==> config.mk <==
export PLATFORM = sky130hd
export DESIGN_NAME = imu_serial_frame_parser
export DESIGN_NICKNAME = d
export VERILOG_FILES = /design/src/isfp_pkg.sv /design/src/isfp_front.sv /design/src/isfp_queue.sv /design/src/isfp_back.sv /design/src/imu_serial_frame_parser.sv
export SDC_FILE = /design/constraint.sdc
export NUM_CORES = 1
export LEC_CHECK = 0
export ABC_AREA = 1
export BUFFER_PORTS_ARGS = -buffer_cell sky130_fd_sc_hd__buf_2
export CAP_MARGIN = 40
export CORE_MARGIN = 4
export CORE_UTILIZATION = 40
export CTS_BUF_LIST = sky130_fd_sc_hd__clkbuf_16
export DETAILED_ROUTE_END_ITERATION = 12
export HOLD_SLACK_MARGIN = 0.08
export SLEW_MARGIN = 20
export SYNTH_ARGS = -nofsm -noshare
export SYNTH_HDL_FRONTEND = slang
export SYNTH_HIERARCHICAL = 1
export SYNTH_SLANG_ARGS = --single-unit
==> constraint.sdc <==
create_clock -name clk -period 9 [get_ports clk]
set_input_delay 0.45 -clock clk [delete_from_list [all_inputs] [get_ports clk]]
set_output_delay 0.45 -clock clk [all_outputs]
set_load 0.05 [all_outputs]
==> src/isfp_pkg.sv <==
`timescale 1ns / 1ps

package isfp_pkg;

  localparam int unsigned FRAME_LEN = 11;
  localparam logic [3:0] LAST_POS = 4'(FRAME_LEN - 1);

  localparam logic [7:0] HDR_BYTE = 8'h55;
  localparam logic [7:0] TYPE_ACC = 8'h51;
  localparam logic [7:0] TYPE_GYR = 8'h52;
  localparam logic [7:0] TYPE_ANG = 8'h53;

  localparam logic [1:0] KIND_ACC = 2'd0;
  localparam logic [1:0] KIND_ANG = 2'd1;
  localparam logic [1:0] KIND_GYR = 2'd2;
  localparam logic [1:0] KIND_BAD = 2'd3;

  localparam logic REG_ANGLE_TIMEOUT = 1'b0;
  localparam logic REG_ACCEL_TIMEOUT = 1'b1;

  localparam logic [15:0] TIMEOUT_RESET = 16'd100;

  localparam int unsigned QUEUE_DEPTH_DEFAULT = 2;

  // One completed frame, handed from the byte collector to the decoder.
  typedef struct packed {
    logic [7:0]         frame_type;
    logic signed [15:0] word_x;
    logic signed [15:0] word_y;
    logic signed [15:0] word_z;
    logic signed [15:0] word_t;
    logic               sum_ok;
    logic [31:0]        time_ms;
  } frame_evt_t;

  typedef struct packed {
    logic [15:0] angle_timeout_ms;
    logic [15:0] accel_timeout_ms;
  } timeouts_t;

  typedef struct packed {
    logic [1:0]         frame_kind;
    logic signed [15:0] value_x;
    logic signed [15:0] value_y;
    logic signed [15:0] value_z;
    logic signed [15:0] temperature_raw;
    logic [15:0]        checksum_error_count;
    logic [15:0]        kind_frame_count;
    logic               angle_fresh;
    logic               accel_fresh;
  } result_t;

  function automatic logic [15:0] sat_inc(input logic [15:0] c);
    sat_inc = (c == 16'hFFFF) ? c : c + 16'd1;
  endfunction

endpackage

==> src/isfp_front.sv <==
`timescale 1ns / 1ps

module isfp_front
  import isfp_pkg::*;
(
  input  logic       clk,
  input  logic       rst,
  input  logic       in_valid,
  output logic       in_ready,
  input  logic [7:0] rx_byte,
  input  logic [31:0] time_ms,
  output logic       push,
  output frame_evt_t push_evt,
  input  logic       q_full
);

  logic [3:0] pos;
  logic [7:0] running_sum;
  logic [7:0] store [1:FRAME_LEN-2];
  logic       take;

  // only the checksum byte needs queue space
  assign in_ready = (pos != LAST_POS) || !q_full;
  assign take     = in_valid && in_ready;
  assign push     = take && (pos == LAST_POS);

  always_ff @(posedge clk) begin
    if (rst) begin
      pos         <= '0;
      running_sum <= '0;
    end else if (take) begin
      if (pos == 4'd0) begin
        if (rx_byte == HDR_BYTE) begin
          pos         <= 4'd1;
          running_sum <= rx_byte;
        end
      end else if (pos == LAST_POS) begin
        pos <= '0;
      end else begin
        pos         <= pos + 4'd1;
        running_sum <= running_sum + rx_byte;
      end
    end
  end

  always_ff @(posedge clk) begin
    if (take && (pos != 4'd0) && (pos != LAST_POS)) begin
      store[pos] <= rx_byte;
    end
  end

  always_comb begin
    push_evt.frame_type = store[1];
    push_evt.word_x     = {store[3], store[2]};
    push_evt.word_y     = {store[5], store[4]};
    push_evt.word_z     = {store[7], store[6]};
    push_evt.word_t     = {store[9], store[8]};
    push_evt.sum_ok     = (rx_byte == running_sum);
    push_evt.time_ms    = time_ms;
  end

endmodule

==> src/isfp_queue.sv <==
`timescale 1ns / 1ps

module isfp_queue
  import isfp_pkg::*;
#(
  parameter int unsigned DEPTH = QUEUE_DEPTH_DEFAULT
) (
  input  logic       clk,
  input  logic       rst,
  input  logic       push,
  input  frame_evt_t push_evt,
  output logic       full,
  input  logic       pop,
  output logic       head_valid,
  output frame_evt_t head_evt
);

  localparam int unsigned PTR_W = (DEPTH > 1) ? $clog2(DEPTH) : 1;
  localparam int unsigned CNT_W = $clog2(DEPTH + 1);
  localparam logic [PTR_W-1:0] PTR_LAST = PTR_W'(DEPTH - 1);
  localparam logic [CNT_W-1:0] CNT_FULL = CNT_W'(DEPTH);

  frame_evt_t       entries [DEPTH];
  logic [PTR_W-1:0] wr_ptr;
  logic [PTR_W-1:0] rd_ptr;
  logic [CNT_W-1:0] count;

  assign full       = (count == CNT_FULL);
  assign head_valid = (count != '0);
  assign head_evt   = entries[rd_ptr];

  always_ff @(posedge clk) begin
    if (rst) begin
      wr_ptr <= '0;
      rd_ptr <= '0;
      count  <= '0;
    end else begin
      if (push) begin
        wr_ptr <= (wr_ptr == PTR_LAST) ? '0 : wr_ptr + PTR_W'(1);
      end
      if (pop) begin
        rd_ptr <= (rd_ptr == PTR_LAST) ? '0 : rd_ptr + PTR_W'(1);
      end
      if (push && !pop) begin
        count <= count + CNT_W'(1);
      end else if (pop && !push) begin
        count <= count - CNT_W'(1);
      end
    end
  end

  always_ff @(posedge clk) begin
    if (push) begin
      entries[wr_ptr] <= push_evt;
    end
  end

endmodule

==> src/isfp_back.sv <==
`timescale 1ns / 1ps

module isfp_back
  import isfp_pkg::*;
(
  input  logic       clk,
  input  logic       rst,
  input  timeouts_t  timeouts,
  input  logic       head_valid,
  input  frame_evt_t head_evt,
  output logic       pop,
  output logic       out_valid,
  input  logic       out_ready,
  output result_t    res
);

  logic [15:0] bad_sum_count;
  logic [15:0] accel_count;
  logic [15:0] angle_count;
  logic [15:0] gyro_count;
  logic [31:0] last_accel_time;
  logic [31:0] last_angle_time;
  logic        accel_seen;
  logic        angle_seen;

  logic [15:0] bad_sum_count_next;
  logic [15:0] accel_count_next;
  logic [15:0] angle_count_next;
  logic [15:0] gyro_count_next;
  logic [31:0] last_accel_time_next;
  logic [31:0] last_angle_time_next;
  logic        accel_seen_next;
  logic        angle_seen_next;

  logic        is_acc, is_ang, is_gyr, has_result;
  logic [31:0] angle_age, accel_age;
  result_t     res_next;

  assign pop = head_valid && (!out_valid || out_ready);

  always_comb begin
    is_acc     = head_evt.sum_ok && (head_evt.frame_type == TYPE_ACC);
    is_ang     = head_evt.sum_ok && (head_evt.frame_type == TYPE_ANG);
    is_gyr     = head_evt.sum_ok && (head_evt.frame_type == TYPE_GYR);
    has_result = !head_evt.sum_ok || is_acc || is_ang || is_gyr;

    bad_sum_count_next   = head_evt.sum_ok ? bad_sum_count : sat_inc(bad_sum_count);
    accel_count_next     = is_acc ? sat_inc(accel_count) : accel_count;
    angle_count_next     = is_ang ? sat_inc(angle_count) : angle_count;
    gyro_count_next      = is_gyr ? sat_inc(gyro_count) : gyro_count;
    last_accel_time_next = is_acc ? head_evt.time_ms : last_accel_time;
    last_angle_time_next = is_ang ? head_evt.time_ms : last_angle_time;
    accel_seen_next      = accel_seen || is_acc;
    angle_seen_next      = angle_seen || is_ang;

    // ages wrap modulo 2^32, judged after this frame's stamp
    angle_age = head_evt.time_ms - last_angle_time_next;
    accel_age = head_evt.time_ms - last_accel_time_next;

    res_next.checksum_error_count = bad_sum_count_next;
    res_next.angle_fresh = angle_seen_next && (angle_age <= {16'd0, timeouts.angle_timeout_ms});
    res_next.accel_fresh = accel_seen_next && (accel_age <= {16'd0, timeouts.accel_timeout_ms});
    res_next.value_x         = head_evt.word_x;
    res_next.value_y         = head_evt.word_y;
    res_next.value_z         = head_evt.word_z;
    res_next.temperature_raw = is_acc ? head_evt.word_t : 16'sd0;
    if (!head_evt.sum_ok) begin
      res_next.frame_kind       = KIND_BAD;
      res_next.kind_frame_count = '0;
      res_next.value_x          = 16'sd0;
      res_next.value_y          = 16'sd0;
      res_next.value_z          = 16'sd0;
    end else if (is_acc) begin
      res_next.frame_kind       = KIND_ACC;
      res_next.kind_frame_count = accel_count_next;
    end else if (is_ang) begin
      res_next.frame_kind       = KIND_ANG;
      res_next.kind_frame_count = angle_count_next;
    end else begin
      res_next.frame_kind       = KIND_GYR;
      res_next.kind_frame_count = gyro_count_next;
    end
  end

  always_ff @(posedge clk) begin
    if (rst) begin
      bad_sum_count   <= '0;
      accel_count     <= '0;
      angle_count     <= '0;
      gyro_count      <= '0;
      last_accel_time <= '0;
      last_angle_time <= '0;
      accel_seen      <= 1'b0;
      angle_seen      <= 1'b0;
      out_valid       <= 1'b0;
    end else begin
      if (pop) begin
        bad_sum_count   <= bad_sum_count_next;
        accel_count     <= accel_count_next;
        angle_count     <= angle_count_next;
        gyro_count      <= gyro_count_next;
        last_accel_time <= last_accel_time_next;
        last_angle_time <= last_angle_time_next;
        accel_seen      <= accel_seen_next;
        angle_seen      <= angle_seen_next;
      end
      if (pop && has_result) begin
        out_valid <= 1'b1;
      end else if (out_ready) begin
        out_valid <= 1'b0;
      end
    end
  end

  always_ff @(posedge clk) begin
    if (pop && has_result) begin
      res <= res_next;
    end
  end

endmodule

==> src/imu_serial_frame_parser.sv <==
`timescale 1ns / 1ps
// Byte-serial parser for 11-byte IMU frames (header 0x55, type, four
// little-endian words, 8-bit sum).
// Input channel: in_valid/in_ready with rx_byte and the current time_ms. One
//   item per byte; one byte per cycle, back to back, while in_ready is high.
// Output channel: out_valid/out_ready. A result appears only for the byte
//   that ends a frame: kind 0/1/2 for accel/angle/gyro, 3 for a bad sum.
//   Unknown frame types with a good sum give nothing.
// Path: the closing byte's frame is written into the queue, then the decoder
//   pops it and registers the result, raising out_valid. The decoder retires
//   one frame per cycle unless the output is stalled.
// A small frame queue sits between collector and decoder, so a stalled
//   receiver only holds in_ready low on a closing byte once the queue and
//   output register are both full; other bytes keep flowing.
// Reset (rst, synchronous): hunting for a header, counters and timestamps
//   cleared, timeouts back to 100 ms, queue and output empty.
// APB: reg 0 at 0x0 angle timeout, reg 1 at 0x4 accel timeout (16 bit).
// QUEUE_DEPTH: 2 or more.
module imu_serial_frame_parser
  import isfp_pkg::*;
#(
  parameter int unsigned QUEUE_DEPTH = QUEUE_DEPTH_DEFAULT
) (
  input  logic               clk,
  input  logic               rst,
  // byte stream in
  input  logic               in_valid,
  output logic               in_ready,
  input  logic [7:0]         rx_byte,
  input  logic [31:0]        time_ms,
  // results out
  output logic               out_valid,
  input  logic               out_ready,
  output logic [1:0]         frame_kind,
  output logic signed [15:0] value_x,
  output logic signed [15:0] value_y,
  output logic signed [15:0] value_z,
  output logic signed [15:0] temperature_raw,
  output logic [15:0]        checksum_error_count,
  output logic [15:0]        kind_frame_count,
  output logic               angle_fresh,
  output logic               accel_fresh,
  // configuration
  input  logic               psel,
  input  logic               penable,
  input  logic               pwrite,
  input  logic [2:0]         paddr,
  input  logic [31:0]        pwdata,
  output logic [31:0]        prdata,
  output logic               pready
);

  timeouts_t  timeouts;
  logic       cfg_wr;
  logic       q_push, q_full, q_pop, q_head_valid;
  frame_evt_t q_push_evt, q_head_evt;
  result_t    res;

  // --- configuration registers -----------------------------------------
  assign pready = 1'b1;
  assign cfg_wr = psel && penable && pwrite && pready;

  always_ff @(posedge clk) begin
    if (rst) begin
      timeouts.angle_timeout_ms <= TIMEOUT_RESET;
      timeouts.accel_timeout_ms <= TIMEOUT_RESET;
    end else if (cfg_wr) begin
      unique case (paddr[2])
        REG_ANGLE_TIMEOUT: timeouts.angle_timeout_ms <= pwdata[15:0];
        REG_ACCEL_TIMEOUT: timeouts.accel_timeout_ms <= pwdata[15:0];
        default: ;
      endcase
    end
  end

  always_comb begin
    unique case (paddr[2])
      REG_ANGLE_TIMEOUT: prdata = {16'd0, timeouts.angle_timeout_ms};
      REG_ACCEL_TIMEOUT: prdata = {16'd0, timeouts.accel_timeout_ms};
      default:           prdata = '0;
    endcase
  end

  // --- front: header hunt, byte collection, running sum ----------------
  isfp_front u_front (
    .clk      (clk),
    .rst      (rst),
    .in_valid (in_valid),
    .in_ready (in_ready),
    .rx_byte  (rx_byte),
    .time_ms  (time_ms),
    .push     (q_push),
    .push_evt (q_push_evt),
    .q_full   (q_full)
  );

  // --- completed-frame queue -------------------------------------------
  isfp_queue #(
    .DEPTH (QUEUE_DEPTH)
  ) u_queue (
    .clk        (clk),
    .rst        (rst),
    .push       (q_push),
    .push_evt   (q_push_evt),
    .full       (q_full),
    .pop        (q_pop),
    .head_valid (q_head_valid),
    .head_evt   (q_head_evt)
  );

  // --- back: decode, counters, freshness, output register --------------
  isfp_back u_back (
    .clk        (clk),
    .rst        (rst),
    .timeouts   (timeouts),
    .head_valid (q_head_valid),
    .head_evt   (q_head_evt),
    .pop        (q_pop),
    .out_valid  (out_valid),
    .out_ready  (out_ready),
    .res        (res)
  );

  assign frame_kind           = res.frame_kind;
  assign value_x              = res.value_x;
  assign value_y              = res.value_y;
  assign value_z              = res.value_z;
  assign temperature_raw      = res.temperature_raw;
  assign checksum_error_count = res.checksum_error_count;
  assign kind_frame_count     = res.kind_frame_count;
  assign angle_fresh          = res.angle_fresh;
  assign accel_fresh          = res.accel_fresh;

  // --- checks ----------------------------------------------------------
  a_no_push_when_full: assert property (@(posedge clk) disable iff (rst)
    !(q_push && q_full))
    else $error("frame pushed into a full queue");

  a_no_pop_when_empty: assert property (@(posedge clk) disable iff (rst)
    q_pop |-> q_head_valid)
    else $error("frame popped from an empty queue");

  a_bad_sum_clean: assert property (@(posedge clk) disable iff (rst)
    (out_valid && frame_kind == KIND_BAD) |->
      (value_x == 16'sd0 && kind_frame_count == 16'd0 && checksum_error_count != 16'd0))
    else $error("checksum error result carries data");

  a_temp_only_accel: assert property (@(posedge clk) disable iff (rst)
    (out_valid && frame_kind != KIND_ACC) |-> (temperature_raw == 16'sd0))
    else $error("temperature on a non-accel result");

endmodule
==> results of run 1 <==
==> registers in the layout, indices dropped and copies added (netlist names), named ones only <==
name / flops
u_back/last_angle_time: 32
u_back/accel_seen: 1
u_queue/rd_ptr: 1
u_back/angle_seen: 1
u_back/gyro_count: 16
u_queue/entries: 210
u_back/bad_sum_count: 16
u_front/store: 72
u_front/running_sum: 8
u_back/res: 100
u_front/pos: 4
timeouts: 32
u_back/last_accel_time: 32
u_queue/count: 2
u_back/angle_count: 16
u_queue/wr_ptr: 1
u_back/accel_count: 16
u_back/out_valid: 1
==> layout by cell type (no fill, tap or decap), types with 5 or more instances in the layout <==
cell type,netlist,layout
clkinvlp_4,0,7
nor3_1,28,28
buf_16,0,6
dfxtp_1,180,179
nand2_1,923,921
conb_1,2,17
o21bai_1,8,8
o21ai_1,22,22
bufinv_16,0,9
nor2_1,280,278
o21ai_0,197,197
clkbuf_16,0,62
a211oi_1,13,13
nand3b_1,14,14
dlygate4sd3_1,0,35
edfxtp_1,382,382
buf_2,21,180
a21oi_1,144,144
mux2_4,50,50
o211ai_1,18,18
a211oi_2,20,20
nand2_2,13,15
nand4_1,25,25
nand3_1,161,161
inv_2,14,14
nor2_4,6,8
xor2_1,64,64
xnor2_1,8,8
inv_1,607,613
buf_4,61,21
clkinv_1,0,12
nand3_2,5,5
clkinv_2,0,9
nand2_4,5,5
nor2_2,15,15
ha_1,108,108
mux2_2,55,55
==> critical path, cell delays in order, from the launching register on <==
cell and delay [ns]:
dfxtp_4 0.52, buf_16 0.28, mux2_2 0.69, nand3_2 0.63, inv_2 0.59, buf_4 0.49
o21ai_0 0.15, ha_1 0.39, nand2_1 0.11, nor2_1 0.16, nand2_1 0.07, nand3_1 0.12
nand2_1 0.08, nand2_1 0.15, xor2_1 0.28, ha_1 0.30, a21oi_1 0.14, o21ai_0 0.09
nor2_1 0.11, nand2_1 0.06, nand2_1 0.13, nand4_1 0.16, nor2_1 0.13, nand2_1 0.06
nor2_1 0.08
==> layout make-up <==
cell class | instances | area [sq um]
well taps | 978 | 1220
fillers | 7397 | 41200
inverters | 623 | 2350
multi-input cells | 2237 | 12300
clock inverters | 51 | 559
clock buffers | 62 | 1550
flip-flops and latches | 562 | 15100
repair buffers | 243 | 1590
diodes | 2 | 5.00
==> repair_timing <==
action,4_1_cts,5_1_grt
endpoints found under the hold margin,70,0
buffers inserted,0,0
hold buffers,35,0
==> through the flow <==
stage	hold WS (ns)	util (%)	cells	total power, W
after floorplan	0.421	-	3569	0.00456
after global placement	0.422	42.1	4597	0.00496
after detailed placement	0.429	42.4	4605	0.00499
after CTS	0.0874	45.6	4753	0.00761
after global routing	0.123	45.7	4756	0.00802
final	0.127	45.7	4758	0.00755
==> layer usage <==
metal  track usage (%)  routed length [um]
met2              29.9               34400
met5                 0                   0
met1              24.5               33800
met3              2.50                3600
met4              3.93                1310
==> power by group through the flow <==
stage	combinational [W]	sequential [W]	clock, W
CTS	0.00197	0.00299	0.00265
floorplan	0.00153	0.00303	0
detailed placement	0.00195	0.00304	0
global placement	0.00189	0.00307	0
finish	0.00198	0.00299	0.00257
global route	0.00225	0.00301	0.00276
==> cells by family after synthesis <==
family | count (synthesis) | synth area share [%]
other | 2 | 0.0246
AOI/OAI and AO/OA | 433 | 8.06
xor gates and xnor gates | 73 | 2.12
buffers and inverters | 770 | 10.7
muxes | 105 | 4.49
and+or+nand+nor | 1498 | 20.6
adders and majority gates | 111 | 4.62
DFF | 562 | 49.4
==> final timing paths <==
| kind | cells past startpoint | to | slack (ns) | startpoint |
|---|---|---|---|---|
| min reg2reg | 0 | u_queue/entries[1][98] | 0.43 | u_front/store[1][1] |
| max reg2reg | 24 | u_back/res[0] | 2.79 | flip-flop |
| max | 24 | u_back/res[0] | 2.79 | flip-flop |
| min | 5 | timeouts[7] | 0.13 | pwdata[7] |
==> metrics, run 1 <==
Setup Skew 0.0667 ns; Clock Latency Late Sink around 0.66 ns; Core Footprint 75800 sq um; sequential fraction of the synthesis area between 40% and 50%; post-route cell area 34600 sq um; max-slew violations 0; internal power 0.00512 W; Comb power frac 26.2%; total of max-cap violations 0; CP Data Required Time around 9.5 ns; Most used DFF post-synth edfxtp_1; CTS max path bufs 3; Final WS setup 2.79 ns; endpoints failing setup 0; P_leak 15.7 nW; largest net degree at the start of global routing 90; Post-Place Cell Area roughly 32000 sq um; Worst Setup End Kind flip-flop; initial drt markers ~1500; Cells after Synth 3554; sw power 0.00243 W; synthesis-to-layout area growth 13.4%; vias per cell roughly 4.8; CP arrival 6.72 ns; unrepaired setup endpoints after global routing false; CTS resizes 0; HP Class input port to flip-flop; Final period util 69.0%; most frequent cell after synthesis nand2_1; Crit Path Max Fanout 54; Die ar. a little over 80000 sq um; share of layout cells above drive strength 1 13.6%; CTS tree yes; Post-DP HPWL 51800 um; top post-synthesis cells by area edfxtp_1, dfxtp_1, nand2_1; post-route ant nets 0; VDD IR max 0.000172 V; commonest cells in the netlist nand2_1, inv_1, edfxtp_1, nor2_1, o21ai_0; WS Path Type flip-flop to flip-flop; Starting Density 40.3%; clk sinks about 560; Routed WL roughly 73000 um; Root Driver clkbuf_16; Max Fclk between 0.15 and 0.2 GHz; Rel. slew slack approximately 45%; post-synthesis cell type count 58; die width 284 um; Sequential Power Share 39.7%; Final #Nets roughly 3900; Yosys top cell by area edfxtp_1; drt pass-1 iters 6; switching share of total power 32.2%; sum of negative setup slack 0 ns; number of global-route vias before repair 21160; startpoint class of the critical path flip-flop; status complete, no violations; Tmin final 6.21 ns; Syn. warnings 6; via count 22707; aggregate global routing overflow 0; routed len/inst 15.4 um; Async S/R FF share, synth 0%; row cnt between 100 and 150; clock power share 34.1%; clk slew on worst S/H paths 0.06 ns; initial antenna violation count 2; drc violations 0; cts bufs inserted 61; top cell type's share of synthesized area 37.6%; Hold Vio Cnt, Final 0; Cell Area, Synth 30500 sq um; pwr/cell area 218 nW/um^2; GPL Wtd Cong 0.890; #FFs+latches synth 562; Worst-Margin Slew 0.826 ns; Die Y between 200 and 300 um; I/O Pins 217; first-pass GRT wire length between 100000 and 150000 um; Mean Syn Cell Area 8.59 sq um; H-tree depth 2; post-place setup slack 2.71 ns; gr usage total 17.8%; Port Buffer Count 181; EDFF count, synth around 380
Power figures use the tool's default switching activity.
==> run 2, diff against run 1 <==
- clock period: 9 -> 6.27 ns (I/O delays scaled with it)
==> run 2 against run 1 <==
Compared with the run above:
- sequential share of layout area shrank 0.11 points
- count of clock-buffer cells in the layout down 2
- core utilization grew 0.12 points
- design area is 0.26% higher
- power increased by 42%
- critical path type unchanged
- largest cell class unchanged
==> metrics, run 2 (synthesis gave the netlist of run 1 again) <==
status complete, no violations; vias per cell 4.80 (+0.50%); Hold Crit Start out_ready; number of flip-flops in the largest register 210 (unchanged); clk slew on worst S/H paths 0.06 ns (about the same); HP Class input port to flip-flop; largest net degree at the start of global routing 89 (-1.1%); most frequent cells in the layout nand2_1, inv_1, edfxtp_1, nor2_1, o21ai_0; sum of negative setup slack 0 ns (unchanged); number of global-route vias before repair 21626 (+2.2%); hold depth 4 (-1); unrepaired setup endpoints after global routing false; total power 0.0107 W (+42%); total of max-cap violations 0 (unchanged); Starting Density 40.3% (unchanged); registers with the most flip-flops u_queue/entries x210, u_back/res x100, u_front/store x72; Final #Nets 3942 (+0.54%); CTS resizes 0 (unchanged); cts bufs inserted 60 (-1.6%); Worst R2R Setup Slack 0.70 ns (-2.09 ns); initial drt markers 1355 (-6.7%); Setup Skew 0.0673 ns (+0.000577 ns); Post-DP HPWL 52300 um (+0.90%); CTS tree yes; post-route ant nets 0 (unchanged); routed len/inst 15.4 um (+0.53%); Tmin final 5.57 ns (-0.641 ns); drc violations 0 (unchanged); Final period util 88.9% (+20 points); Max Fclk 0.179 GHz (+11%); clk sinks 562 (unchanged); Root Driver clkbuf_16; hold endpoint u_back/out_valid; GPL Wtd Cong 0.886 (-0.54%); share of layout cells above drive strength 1 13.6% (+0.049 points); Crit Path Max Fanout 37 (-31%); fill count 7460 (+0.85%); Worst-Margin Slew 0.812 ns (-0.0144 ns); most common cell after layout, fill and taps aside nand2_1; H-tree depth 2 (unchanged); Reg with most FFs u_queue/entries; RR Endpoint u_back/res[1]; Rel. slew slack 45.7% (+0.96 points); max-slew violations 0 (unchanged); CP arrival 5.99 ns (-0.73 ns); Hold Vio Cnt, Final 0 (unchanged); row cnt 101 (unchanged); endpoints failing setup 0 (unchanged); Die ar. 80800 sq um (unchanged); Port Buffer Count 181 (unchanged); Worst Setup End Kind flip-flop; first-pass GRT wire length 117000 um (+1.3%); CTS max path bufs 3 (unchanged); WS Path Type flip-flop to flip-flop; pwr/cell area 309 nW/um^2 (+42%); Reg2Reg Depth 27 (+13%); Core Footprint 75800 sq um (unchanged); drt pass-1 iters 5 (-1); Routed WL 73800 um (+1.0%); via count 22926 (+0.96%); multi-input logic area 12300 sq um (unchanged); synthesis-to-layout area growth 13.7%; I/O Pins 217 (unchanged); sequential cell area 15100 sq um (unchanged); startpoint class of the critical path flip-flop; aggregate global routing overflow 0 (unchanged); initial antenna violation count 1 (-1); P_leak 15.8 nW (+0.11%); Clock Latency Late Sink 0.67 ns (about the same); CP Data Required Time 6.69 ns (-2.82 ns); VDD IR max 0.000225 V (+31%); Die Y 284 um (unchanged); die width 284 um (unchanged); gr usage total 17.9% (+0.18 points)
==> run 2: changes by cell type in the layout (fill, tap and decap cells not counted), sizes merged, moves of 2 or more <==
cell and delta:
clkbuf -2, dlygate4sd3 +19, bufinv -2, buf +3
clkinvlp +5
==> run 2: cell type report <==
cell class	count	area share, %
sequential	562	43.4
multi-input combinational	2237	35.3
inverter	623	6.77
timing repair buffer	265	5.05
clock buffer	60	4.32
tap	978	3.52
clock inverter	54	1.55
antenna	1	0.00721
==> run 2: report_power, final <==
| part | leakage (nW) | switching, W | internal, W |
|---|---|---|---|
| Sequential | 4.93 | 0.000178 | 0.00413 |
| Clock | 0.982 | 0.00154 | 0.00205 |
| Combinational | 9.85 | 0.00181 | 0.00104 |
| Total | 15.8 | 0.00353 | 0.00722 |
==> run 2: worst max-delay path: stages (launching register included) <==
cell and delay [ns]:
dfxtp_4 0.64, mux2_2 0.39, nor2_1 0.15, nand3_2 0.17, nor2_4 0.16, nand2_2 0.41
inv_2 0.17, buf_4 0.33, o21ai_0 0.24, inv_1 0.15, fa_1 0.29, inv_1 0.12
nand3_1 0.08, nand3_1 0.18, nand2_1 0.13, nand3_1 0.12, xor2_1 0.19, ha_1 0.29
nand4_1 0.12, nor2_1 0.17, nand3_1 0.09, nand2_1 0.12, nand2_1 0.07, inv_1 0.05
nand2_1 0.05, nor2_1 0.14, nand2_1 0.07, nor2_1 0.24
==> run 2: metrics by stage <==
stage | setup WS (ns) | instance area, sq um | hold WS [ns] | utilization, % | instances
after floorplan | 0.127 | 30600 | 0.383 | - | 3569
after global placement | 0.760 | 32000 | 0.422 | 42.2 | 4602
after detailed placement | 0.769 | 32100 | 0.429 | 42.3 | 4607
after CTS | 0.682 | 34600 | 0.0814 | 45.7 | 4775
after global routing | 0.260 | 34700 | 0.103 | 45.8 | 4779
final | 0.697 | 34700 | 0.102 | 45.8 | 4780
==> run 2: routing by layer <==
layer  vias up  global-route usage (%)  wire [um]
li1      11792                       -          -
met1     10577                    24.7      34400
met2       463                    30.2      34500
met3        94                    2.41       3460
met4         0                    4.18       1480
met5         -                       0          0
==> run 2: timing repair <==
action                     4_1_cts  5_1_grt
hold endpoints to repair       140        0
setup endpoints to repair        0        0
buffers inserted                 0        0
hold buffers                    54        0
==> run 2: worst max-delay path by stage <==
| stage | from | endpoint | depth (start not counted) |
|---|---|---|---|
| after floorplan | u_front/pos[2] | u_queue/entries[0][0] | 10 |
| after global placement | flip-flop | u_back/res[1] | 27 |
| after detailed placement | flip-flop | u_back/res[1] | 27 |
| after CTS | flip-flop | u_back/res[1] | 27 |
| after global routing | flip-flop | u_back/res[1] | 30 |
| final | flip-flop | u_back/res[1] | 27 |
==> run 3, diff against run 2 <==
- SYNTH_HIERARCHICAL: 1 -> default
==> run 3 against run 2 <==
Compared with the run above:
- first-iteration DRC count up 15%
- clock power down 4%
- critical path depth unchanged
- setup slack better by 0.24 ns
- critical path type unchanged
- sequential power up 20%
- design area down 5.4%
- non-clock buffer count unchanged
- sequential share of layout area up 2.5 points
- power up 52%
==> metrics, run 3 <==
status complete, no violations; most frequent cell after synthesis nand2_1; HP Class input port to flip-flop; Async S/R FF share, synth 0% (unchanged); via count 21915 (-4.4%); Comb power frac 47.4% (+21 points); gr busiest metal met2; met1 global-route usage 26.6% (+1.9 points); Port Buffer Count 181 (unchanged); Mean Syn Cell Area 8.70 sq um (+1.3%); Hold Crit Start rx_byte[6]; Hold Vio Cnt, Final 0 (unchanged); crit-path max cell delay 0.64 ns (about the same); Setup Skew 0.0334 ns (-0.0339 ns); total of max-cap violations 0 (unchanged); Worst Setup End Kind flip-flop; Antenna diodes 0 (-1); Worst-Margin Slew 0.832 ns (+0.0195 ns); most common cell after layout, fill and taps aside nand2_1; registers with the most flip-flops u_queue.entries x210, u_back.res x100, u_front.store x72; first-pass GRT wire length 114000 um (-3.0%); Max Fclk 0.187 GHz (+4.5%); Rel. slew slack 44.6% (-1.1 points); post-place setup slack 0.926 ns (+0.156 ns); unrepaired setup endpoints after global routing false; met2 global-route usage 31.7% (+1.6 points); number of global-route vias before repair 20358 (-5.9%); top post-synthesis cells by area edfxtp_1, dfxtp_1, nand2_1; hold depth 1 (-3); Tmin final 5.34 ns (-0.238 ns); clk slew on worst S/H paths 0.06 ns (about the same); Reg2Reg Depth 27 (unchanged); Clock Latency Late Sink 0.64 ns (-0.03 ns); cts bufs inserted 60 (unchanged); row cnt 97 (-4.0%); commonest cells in the netlist nand2_1, inv_1, edfxtp_1, o21ai_0, nor2_1; Final #Nets 3670 (-6.9%); sum of negative setup slack 0 ns (unchanged); gr usage total 19.0% (+1.1 points); post-route ant nets 0 (unchanged); Routed WL 73000 um (-1.0%); internal power 0.00904 W (+25%); Cells after Synth 3269 (-8.0%); synthesis-to-layout area growth 15.5%; vias per cell 4.89 (+1.9%); Starting Density 40.5% (+0.21 points); switching share of total power 44.8% (+12 points); CTS max path bufs 3 (unchanged); routed len/inst 16.3 um (+5.6%); H-tree depth 2 (unchanged); largest net degree at the start of global routing 94 (+5.6%); GPL Wtd Cong 0.926 (+4.6%); post-synthesis cell type count 62 (+6.9%); max-slew violations 0 (unchanged); Die ar. 75400 sq um (-6.7%); Core Footprint 70300 sq um (-7.3%); EDFF count, synth 382 (unchanged); cell family with the largest share of critical-path delay simple AND/OR/NAND/NOR gates; WP buf/inv 4 (-1); Final WS setup 0.935 ns (+0.238 ns); I/O Pins 217 (unchanged); Post-DP HPWL 51700 um (-1.1%); clock power share 21.0% (-13 points); P_leak 14.2 nW (-9.9%); GR Util met3 2.13% (-0.29 points); sw power 0.00733 W (+110%); CP arrival 5.80 ns (-0.19 ns); sequential fraction of the synthesis area 53.0% (+3.6 points); Sequential Power Share 31.6% (-8.5 points); share of layout cells above drive strength 1 11.3% (-2.3 points); VDD IR max 0.000358 V (+59%); CP Data Required Time 6.74 ns (+0.05 ns); number of setup buffers added after CTS 0 (unchanged); Die Y 275 um (-3.4%); CTS tree yes; pwr/cell area 499 nW/um^2 (+61%); initial antenna violation count 2 (+1); top cell type's share of synthesized area 40.3% (+2.8 points); Final period util 85.1% (-3.8 points); WP depth 27 (unchanged); Syn. warnings 0 (-6); crit path max-delay cell type dfxtp_4; Root Driver clkbuf_16; most frequent cells in the layout nand2_1, inv_1, edfxtp_1, o21ai_0, nor2_1; aggregate global routing overflow 0 (unchanged); drt pass-1 iters 6 (+1); fill count 6733 (-9.7%); endpoints failing setup 0 (unchanged); Cell Area, Synth 28400 sq um (-6.8%); WS Path Type flip-flop to flip-flop; drc violations 0 (unchanged); #FFs+latches synth 562 (unchanged); initial drt markers 1565 (+15%); most used cell, CP nor2_1; die width 275 um (-3.4%); startpoint class of the critical path flip-flop; Yosys top cell by area edfxtp_1; clk sinks 562 (unchanged); Reg with most FFs u_queue.entries; Crit Path Max Fanout 47 (+27%); number of flip-flops in the largest register 210 (unchanged); Most used DFF post-synth edfxtp_1
## run 3: path summary, 6_finish.rpt
kind	slack [ns]	to
max	0.93	u_back.res[1]
min reg2reg	0.43	u_queue.entries[1][80]
max reg2reg	0.93	u_back.res[1]
min	0.14	u_front.store[5][6]
## run 3: logic make-up after synthesis
logic type / Yosys count / synth area share [%]
AND/OR/NAND/NOR: 1296 / 19.6
buffers and inverters: 629 / 8.66
AO/OA/AOI/OAI: 593 / 11.6
flip-flops: 562 / 53.0
adder cells (fa/ha/maj): 98 / 4.39
XOR/XNOR: 83 / 2.56
multiplexers: 6 / 0.211
other: 2 / 0.0264
## run 3: layer usage
layer	share of wire (%)	up-vias
met1	46	10124
li1	-	11203
met2	47	483
met3	4.8	103
met4	2.3	2
met5	0.018	-
## run 3: stage by stage
step / utilization, % / area [sq um] / cells / total power [W] / hold WS (ns)
after floorplan: - / 28500 / 3284 / 0.0110 / 0.412
after global placement: 43.1 / 30300 / 4309 / 0.0128 / 0.422
after detailed placement: 43.2 / 30400 / 4316 / 0.0129 / 0.430
after CTS: 46.7 / 32800 / 4480 / 0.0164 / 0.108
after global routing: 46.7 / 32800 / 4482 / 0.0176 / 0.117
final: 46.7 / 32800 / 4482 / 0.0164 / 0.136
## run 3: cell type report
class | count | area, sq um | share of cell area (%)
sequential | 562 | 15100 | 45.9
inverter | 508 | 1910 | 5.81
multi-input combinational | 2093 | 11000 | 33.5
tap | 940 | 1180 | 3.58
clock buffer | 60 | 1500 | 4.57
clock inverter | 54 | 413 | 1.26
timing repair buffer | 265 | 1770 | 5.39
## run 3: timing repair
| action | in CTS | in global routing |
|---|---|---|
| hold buffers | 50 | 0 |
| endpoints found under the hold margin | 108 | 0 |
| resized for setup | 0 | 0 |
## run 3: power groups by stage
stage	clock network [W]	registers [W]	logic (W)
2_1_floorplan	0	0.00629	0.00469
5_1_grt	0.00369	0.00525	0.00869
6_report	0.00344	0.00518	0.00776
4_1_cts	0.00353	0.00519	0.00770
3_3_place_gp	0	0.00527	0.00755
3_5_place_dp	0	0.00526	0.00764
